`src/rtl/tbp_pkg.sv`:
```
// Shared types and constants for the tagged branch predictor.
// No dependencies; every other file of the block imports this package.
`timescale 1ns / 1ps
`default_nettype none

package tbp_pkg;

    localparam int ADDR_W          = 32;
    localparam int CTR_W           = 2;
    localparam int IDX_LSB         = 3;
    localparam int TABLE_ENTRIES_D = 64;

    // Prediction mode register codes.
    typedef enum logic [1:0] {
        MODE_ALWAYS_NT = 2'd0,
        MODE_ONE_BIT   = 2'd1,
        MODE_TWO_BIT   = 2'd2,
        MODE_STATIC_NT = 2'd3
    } mode_t;

    // One row of the predictor table.
    typedef struct packed {
        logic                 valid;
        logic [CTR_W-1:0]     ctr;
        logic [ADDR_W-1:0]    tag;
    } entry_t;

endpackage

`default_nettype wire

```
`src/rtl/tbp_table.sv`:
```
// Predictor table: one-write, one-read memory with registered read data,
// a clearing pass after reset, and same-edge write forwarding. Uses tbp_pkg.
`timescale 1ns / 1ps
`default_nettype none

module tbp_table
    import tbp_pkg::*;
#(
    parameter int TABLE_ENTRIES = TABLE_ENTRIES_D,
    localparam int IDX_W        = $clog2(TABLE_ENTRIES)
) (
    input  wire logic             aclk,
    input  wire logic             aresetn,
    input  wire logic             rd_en,
    input  wire logic [IDX_W-1:0] rd_idx,
    output entry_t                rd_entry,
    input  wire logic             wr_en,
    input  wire logic [IDX_W-1:0] wr_idx,
    input  wire entry_t           wr_entry,
    output logic                  clr_busy
);

    entry_t             mem [TABLE_ENTRIES];
    entry_t             rd_data_reg;
    entry_t             byp_data_reg;
    logic               byp_reg;
    logic               clr_active_reg;
    logic [IDX_W-1:0]   clr_idx_reg;

    logic               mem_we;
    logic [IDX_W-1:0]   mem_waddr;
    entry_t             mem_wdata;

    // The clearing pass owns the write port until every row is zeroed.
    always_comb begin
        mem_we    = clr_active_reg || wr_en;
        mem_waddr = clr_active_reg ? clr_idx_reg : wr_idx;
        mem_wdata = clr_active_reg ? '0 : wr_entry;
    end

    always_ff @(posedge aclk) begin
        if (mem_we) begin
            mem[mem_waddr] <= mem_wdata;
        end
    end

    // A write landing on the same row at the read edge is not seen by the
    // array read, so its data is kept aside and selected instead.
    always_ff @(posedge aclk) begin
        if (rd_en) begin
            rd_data_reg  <= mem[rd_idx];
            byp_data_reg <= wr_entry;
        end
    end

    always_ff @(posedge aclk) begin
        if (!aresetn) begin
            byp_reg <= 1'b0;
        end else if (rd_en) begin
            byp_reg <= wr_en && (wr_idx == rd_idx);
        end
    end

    always_ff @(posedge aclk) begin
        if (!aresetn) begin
            clr_active_reg <= 1'b1;
            clr_idx_reg    <= '0;
        end else if (clr_active_reg) begin
            if (clr_idx_reg == IDX_W'(TABLE_ENTRIES - 1)) begin
                clr_active_reg <= 1'b0;
            end
            clr_idx_reg <= clr_idx_reg + 1'b1;
        end
    end

    assign rd_entry = byp_reg ? byp_data_reg : rd_data_reg;
    assign clr_busy = clr_active_reg;

endmodule

`default_nettype wire

```
`src/rtl/tagged_branch_predictor_top.sv`:
```
// Top level of the tagged branch predictor: index pipeline, prediction and
// training logic, result register. Uses tbp_pkg and tbp_table.
`timescale 1ns / 1ps
`default_nettype none

// Each transfer on the s_ side is one resolved branch; each transfer on the
// m_ side is its prediction (made from the table row before training), the
// tag hit flag and the mispredict flag, in order. The block takes one branch
// per clock cycle while the result side does not stall; m_tvalid for a result
// rises once its input has passed the input, index, table read and result
// registers, the throughput being set by the single read and single write
// per cycle on the table. After reset a clearing pass zeroes the table one
// row per cycle, during which s_tready is low. Branches that hit the same row
// back to back are forwarded, so no stall ever comes from the table.
// Write cfg_wdata with cfg_we only while no branch is in flight.
module tagged_branch_predictor_top
    import tbp_pkg::*;
#(
    parameter int TABLE_ENTRIES = TABLE_ENTRIES_D
) (
    input  wire logic        aclk,
    input  wire logic        aresetn,
    input  wire logic        s_tvalid,
    output logic             s_tready,
    // [31:0] branch_address, [32] branch outcome (1 taken), [39:33] zero
    input  wire logic [39:0] s_tdata,
    output logic             m_tvalid,
    input  wire logic        m_tready,
    // [0] predicted_taken, [1] tag_hit, [2] mispredicted, [7:3] zero
    output logic [7:0]       m_tdata,
    input  wire logic        cfg_we,
    input  wire logic [1:0]  cfg_wdata
);

    localparam int IDX_W = $clog2(TABLE_ENTRIES);
    localparam int WORD_W = ADDR_W - IDX_LSB;

    mode_t               mode_reg;

    logic                a_valid_reg;
    logic [ADDR_W-1:0]   a_addr_reg;
    logic                a_taken_reg;
    logic [IDX_W-1:0]    a_idx;

    logic                b_valid_reg;
    logic [ADDR_W-1:0]   b_addr_reg;
    logic                b_taken_reg;
    logic [IDX_W-1:0]    b_idx_reg;

    logic                c_valid_reg;
    logic [ADDR_W-1:0]   c_addr_reg;
    logic                c_taken_reg;
    logic [IDX_W-1:0]    c_idx_reg;

    logic                m_valid_reg;
    logic [2:0]          m_flags_reg;

    logic                s_accept;
    logic                m_free;
    logic                c_adv;
    logic                b_adv;
    logic                a_adv;
    logic                clr_busy;

    entry_t              cur_entry;
    entry_t              new_entry;
    logic                hit;
    logic                pred;
    logic [CTR_W-1:0]    base_ctr;
    logic [CTR_W:0]      inc_ctr;
    logic [CTR_W:0]      limit;
    logic [CTR_W-1:0]    ctr_next;

    // Handshake chain: a stage moves on when the one after it has room.
    always_comb begin
        m_free   = !m_valid_reg || m_tready;
        c_adv    = c_valid_reg && m_free;
        b_adv    = b_valid_reg && (!c_valid_reg || c_adv);
        a_adv    = a_valid_reg && (!b_valid_reg || b_adv);
        s_tready = !clr_busy && (!a_valid_reg || a_adv);
        s_accept = s_tvalid && s_tready;
    end

    always_ff @(posedge aclk) begin
        if (!aresetn) begin
            mode_reg <= MODE_ALWAYS_NT;
        end else if (cfg_we) begin
            mode_reg <= mode_t'(cfg_wdata);
        end
    end

    always_ff @(posedge aclk) begin
        if (!aresetn) begin
            a_valid_reg <= 1'b0;
            b_valid_reg <= 1'b0;
            c_valid_reg <= 1'b0;
            m_valid_reg <= 1'b0;
        end else begin
            if (s_accept || a_adv) begin
                a_valid_reg <= s_accept;
            end
            if (a_adv || b_adv) begin
                b_valid_reg <= a_adv;
            end
            if (b_adv || c_adv) begin
                c_valid_reg <= b_adv;
            end
            if (c_adv || m_free) begin
                m_valid_reg <= c_adv;
            end
        end
    end

    always_ff @(posedge aclk) begin
        if (s_accept) begin
            a_addr_reg  <= s_tdata[ADDR_W-1:0];
            a_taken_reg <= s_tdata[ADDR_W];
        end
        if (a_adv) begin
            b_addr_reg  <= a_addr_reg;
            b_taken_reg <= a_taken_reg;
            b_idx_reg   <= a_idx;
        end
        if (b_adv) begin
            c_addr_reg  <= b_addr_reg;
            c_taken_reg <= b_taken_reg;
            c_idx_reg   <= b_idx_reg;
        end
        if (c_adv) begin
            m_flags_reg <= {pred != c_taken_reg, hit, pred};
        end
    end

    // Row index is the word address modulo the table size.
    generate
        if ((TABLE_ENTRIES & (TABLE_ENTRIES - 1)) == 0) begin : g_pow2
            assign a_idx = a_addr_reg[IDX_LSB +: IDX_W];
        end else begin : g_recip
            // Exact floor division by a rounded-up reciprocal: the error of
            // the reciprocal times the largest word stays below one.
            localparam int SHIFT = WORD_W + IDX_W;
            localparam logic [63:0] RECIP =
                ((64'd1 << SHIFT) + 64'(TABLE_ENTRIES) - 64'd1) / 64'(TABLE_ENTRIES);
            localparam int RECIP_W = WORD_W + 2;

            logic [WORD_W+RECIP_W-1:0] prod_reg;
            logic [WORD_W+RECIP_W-1:0] prod_shifted;
            logic [WORD_W-1:0]         quot;
            logic [WORD_W-1:0]         rem;

            always_ff @(posedge aclk) begin
                if (s_accept) begin
                    prod_reg <= (WORD_W + RECIP_W)'(s_tdata[ADDR_W-1:IDX_LSB])
                              * (WORD_W + RECIP_W)'(RECIP[RECIP_W-1:0]);
                end
            end

            always_comb begin
                prod_shifted = prod_reg >> SHIFT;
                quot         = prod_shifted[WORD_W-1:0];
                rem          = a_addr_reg[ADDR_W-1:IDX_LSB]
                             - WORD_W'(quot * WORD_W'(TABLE_ENTRIES));
            end

            assign a_idx = rem[IDX_W-1:0];
        end
    endgenerate

    tbp_table #(
        .TABLE_ENTRIES (TABLE_ENTRIES)
    ) u_table (
        .aclk     (aclk),
        .aresetn  (aresetn),
        .rd_en    (b_adv),
        .rd_idx   (b_idx_reg),
        .rd_entry (cur_entry),
        .wr_en    (c_adv),
        .wr_idx   (c_idx_reg),
        .wr_entry (new_entry),
        .clr_busy (clr_busy)
    );

    // Predict from the row as it stands, then train it with the outcome.
    always_comb begin
        hit  = cur_entry.valid && (cur_entry.tag == c_addr_reg);
        pred = 1'b0;
        if (hit) begin
            unique case (mode_reg)
                MODE_ONE_BIT:   pred = (cur_entry.ctr != '0);
                MODE_TWO_BIT:   pred = cur_entry.ctr[1];
                MODE_ALWAYS_NT,
                MODE_STATIC_NT: pred = 1'b0;
                default:        pred = 1'b0;
            endcase
        end

        base_ctr = hit ? cur_entry.ctr : '0;
        inc_ctr  = {1'b0, base_ctr} + 1'b1;
        limit    = (mode_reg == MODE_ONE_BIT) ? (CTR_W+1)'(1) : (CTR_W+1)'(3);

        if (c_taken_reg) begin
            ctr_next = (inc_ctr > limit) ? limit[CTR_W-1:0] : inc_ctr[CTR_W-1:0];
        end else begin
            ctr_next = (base_ctr == '0) ? '0 : base_ctr - 1'b1;
        end

        new_entry.valid = 1'b1;
        new_entry.ctr   = ctr_next;
        new_entry.tag   = c_addr_reg;
    end

    assign m_tvalid = m_valid_reg;
    assign m_tdata  = {5'b0, m_flags_reg};

    // The clearing pass starts at every reset and blocks input while it runs.
    a_clear_after_reset: assert property (@(posedge aclk)
        !aresetn |=> !s_tready)
        else $error("input accepted right after reset, before the table was cleared");

    a_no_input_while_clearing: assert property (@(posedge aclk) disable iff (!aresetn)
        clr_busy |-> !s_tready)
        else $error("input ready while the table clearing pass is running");

    a_no_update_while_clearing: assert property (@(posedge aclk) disable iff (!aresetn)
        clr_busy |-> !c_adv)
        else $error("table training write collides with the clearing pass");

    a_taken_needs_hit: assert property (@(posedge aclk) disable iff (!aresetn)
        m_tvalid |-> (!m_tdata[0] || m_tdata[1]))
        else $error("taken prediction reported for a missing entry");

endmodule

`default_nettype wire

```
`config.mk`:
```
export PLATFORM = sky130hd
export DESIGN_NAME = tagged_branch_predictor_top
export DESIGN_NICKNAME = d
export VERILOG_FILES = /design/src/rtl/tbp_pkg.sv /design/src/rtl/tbp_table.sv /design/src/rtl/tagged_branch_predictor_top.sv
export SDC_FILE = /design/constraint.sdc
export NUM_CORES = 2
export LEC_CHECK = 0
export BUFFER_PORTS_ARGS = -buffer_cell sky130_fd_sc_hd__buf_4
export CAP_MARGIN = 20
export CORE_MARGIN = 1.5
export CORE_UTILIZATION = 56
export CTS_CLUSTER_DIAMETER = 30
export DETAILED_ROUTE_END_ITERATION = 10
export PLACE_DENSITY = 0.72
export SYNTH_ARGS = -nofsm -noshare
export SYNTH_HDL_FRONTEND = slang
export SYNTH_HIERARCHICAL = 1
export SYNTH_SLANG_ARGS = --single-unit
export TNS_END_PERCENT = 30
```
`constraint.sdc`:
```
create_clock -name aclk -period 8.9 [get_ports aclk]
set_input_delay 0.89 -clock aclk [delete_from_list [all_inputs] [get_ports aclk]]
set_output_delay 0.89 -clock aclk [all_outputs]
set_load 0.005 [all_outputs]
```
==> impl_results.md <==
- Most frequent CP cell: mux2_2
- Initial DRC count: 6,907
- Sw power: roughly 5.6 mW
- Fmax: 209 MHz
- DRC: 0
- Port bufs: 44
- Area after DPL: a little under 100,000 um2
- Fin Clk Skew: between 0.08 and 0.09 ns
- CP required: ~9.5 ns
- Min cycle time layout: roughly 4.8 ns
- Logic pwr share: less than 1%
- Vias in the first global route: around 49,000
- Max-Cap Viols: 0
- Avg Inst Size Synth: roughly 22 um2
- Maximum VDD drop: 239 uV
- Placed cell count: ~6,500
- # fillers: slightly below 10,000
- Met1 Use GR: just under 40%
- Router iterations before antenna repair: 6
- Global routing's busiest layer: met2
- Gr usage total: about 29%
- Hold slack: roughly 0.11 ns
- Num CTS Buffers: 419
- Drt total wl: 245,000 um
- Post-synthesis instance area: 92,900 um2
- Sequential power share: 43.8%
- Via density: 6.66
- CTS root buf: clkbuf_16
- Final Worst Setup Slack: between 4 and 5 ns
- # hold bufs at CTS: 0
- Pleak: 34.3 nW
- Netlist cell types: 58
- Hold_sp: s_tdata[0]
- Asr flop ratio synth: 0%
- # rows: between 100 and 150
- Grt total ovfl: 0
- Worst-Margin Slew: around 1.3 ns
- DR WL/cell: 33.8 um
- Pwr Total: about 28 mW
- Kind of critical path: reg2reg
- H-Tree Depth: 5
- FF+latch count, synth: about 2,400
- Die area: around 170,000 um2
- Postcts setup bufs: 0
- Core area: 165,000 um2
- Final Util: 67.2%
- Setup violators final: 0
- Flop-to-flop setup slack: slightly above 4 ns
- Area grow syn2layout: 19.3%
- DPL Wire Length: between 100,000 and 150,000 um
- Number of gates resized after CTS: 0
- TritonCTS clock tree: done
- CP Capture Type: flop
- CP Launch Point: u_table/byp_reg
- Sw Share: 19.7%
- RSZ-0062 raised after global routing: no
- Final hold violation count: 0
- RePlAce Congestion: approximately 0.86
- Power Density: 257 nW/um2
- Worst r2r src: u_table/byp_reg
- Max reg flops: ~2,200
- Sequential fraction of the synthesis area: around four fifths
- First-pass GRT wire length: around 350,000 um
- Syn Inst Count: between 4,000 and 5,000
- Via Count: 48,091
- Crit-path max FO: 64
- Critical R2R Capture: u_table/mem[22][33]
- Yosys warning total: 6
- Setup crit end: u_table/mem[22][33]
- Startpoint types: flop
- Final Cycle Share: 53.8%
- Slowest Stage Delay on Critical Path: 0.54 ns
- I/O Pins: 57
- Die width: around 400 um
- Post-route ant nets: 0
- Internal Power: between 20 and 25 mW
- EDFF count, synth: about 2,400
- Layout cell share with drive strength beyond 1: 31.1%
- Design Area, Final: roughly 110,000 um2
- Worst-Skew Late Latency: 0.99 ns
- Final #Nets: 4,749
- Status: complete, no violations
- TNS Setup: 0 ns
- Reg clk slew, reported paths: about 0.050 ns
- Die height: between 400 and 500 um
- Top_reg_cell synth: edfxtp_1
- Initial cell density of the core: 56.4%
- Max-slew headroom: between 10% and 20%
- Place WS: 3.92 ns
- Global Route met2 Usage: between 40 and 50%
- Final cell count without fillers: about 7,200
- Largest net degree at the start of global routing: about 120
- Reg2Reg Depth: 12
- Cells along the critical path: buf_4 -> mux2_2 -> xor2_1 -> nor4_1 -> nand4_1 -> nor3_4 -> nand2_1 -> fa_1 -> mux2_2 -> mux2_2 -> nor2b_4 -> buf_4
- Met3 usage: roughly 7.9%
- Slowest cell on the critical path: nor4_1
- Tightest Hold Check Type: in2reg
- Max-slew violation count: 0
- Max clock buf depth: 4
- Clock share of power: between 50% and 60%
- Initial antenna violation count: 14
- Clock sink count: 2,426
- Arr. time, crit path: roughly 5.4 ns
layer usage:
metal | up-vias | part of all wire [%]
met3 | 614 | 13
met1 | 25044 | 36
met2 | 3415 | 48
met4 | 12 | 4.3
met5 | - | 0.032
li1 | 19006 | -
power by group through the flow:
stage / logic, mW / registers (mW) / clock network [mW]
6_report: 0.129 / 12.5 / 15.9
2_1_floorplan: 0.0594 / 12.7 / 0
5_1_grt: 0.133 / 12.5 / 16.5
4_1_cts: 0.127 / 12.5 / 16.0
3_3_place_gp: 0.124 / 12.7 / 0
3_5_place_dp: 0.125 / 12.7 / 0
cell usage after synthesis, types with 11 or more instances:
master    instances  area share [%]
a21oi_1          68            0.37
a221oi_1         18            0.17
a22oi_1          71            0.57
a311oi_1         16            0.15
and2_1           11           0.074
buf_1            11           0.044
buf_2            74            0.40
buf_4            41            0.33
buf_6            22            0.27
clkbuf_1         86            0.35
dfxtp_1          14            0.30
edfxtp_1       2412              78
mux2_2          102             1.2
mux2i_1         173             1.9
mux4_2          462              11
nand2_1         109            0.44
nand2b_1         14           0.094
nand3_1          79            0.43
nand4_1          49            0.33
nor2_1          110            0.44
nor2b_1          60            0.40
nor4_1           16            0.11
o221ai_1         40            0.38
o22a_1           11            0.10
o22ai_1          74            0.50
xor2_1           36            0.34
how the worst min path moves through the flow:
stage	end	depth (start not counted)	slack [ns]
2_1_floorplan	b_addr_reg[0]	0	0.40
5_1_grt	a_addr_reg[16]	1	0.08
3_5_place_dp	b_addr_reg[0]	0	0.40
3_3_place_gp	b_addr_reg[18]	0	0.40
4_1_cts	a_addr_reg[0]	1	0.06
6_report	a_addr_reg[0]	1	0.11
worst max-delay path: cells and delay by family, from the launching register on:
family / cells / cell delay [ns]
and+or+nand+nor: 5 / 1.48
muxes: 3 / 0.98
buffers and inverters: 2 / 0.76
DFF: 1 / 0.46
adders and majority gates: 1 / 0.48
xor gates and xnor gates: 1 / 0.14
cell families after synthesis:
logic type | share of synthesized area (%)
buf+inv | 1.53
flops | 78.3
fa+ha+maj | 0.0620
other cells | 0.00809
simple gates | 2.53
mux | 14.3
xor+xnor | 0.405
compound gates | 2.88
final cells by class:
class                   count  area (um2)  share of cell area [%]
flip-flops and latches   2426       72700                    65.6
multi-input cells        1637       19600                    17.7
clock buffers             461       10800                    9.76
clock inverters           295        3260                    2.94
well taps                2189        2740                    2.47
repair buffers            209        1660                    1.50
inverters                   5        18.8                  0.0169
diodes                      4        10.0                 0.00904
placed cells by master (no fill, tap or decap), types with 10 or more instances in the layout:
| cell | n |
|---|---|
| clkinvlp_4 | 51 |
| nor3_1 | 10 |
| nor2b_4 | 38 |
| a21oi_1 | 68 |
| nand2b_1 | 14 |
| mux2i_1 | 173 |
| edfxtp_1 | 2412 |
| o22ai_1 | 74 |
| mux2_2 | 102 |
| clkinv_2 | 59 |
| inv_6 | 43 |
| and2_1 | 11 |
| clkinv_4 | 23 |
| o22a_1 | 11 |
| o21ai_0 | 10 |
| dfxtp_1 | 12 |
| a311oi_1 | 16 |
| xor2_1 | 36 |
| o221ai_1 | 40 |
| clkbuf_1 | 32 |
| nand3_1 | 79 |
| clkinv_1 | 55 |
| nor2b_1 | 22 |
| nor2_4 | 66 |
| mux4_2 | 462 |
| nand2_1 | 109 |
| nor2_1 | 43 |
| nand4_1 | 49 |
| clkbuf_16 | 425 |
| bufinv_16 | 55 |
| nor4_1 | 16 |
| buf_4 | 202 |
| a311o_1 | 10 |
| a22oi_1 | 71 |
| a221oi_1 | 18 |
(Power assumes the default switching activity.)
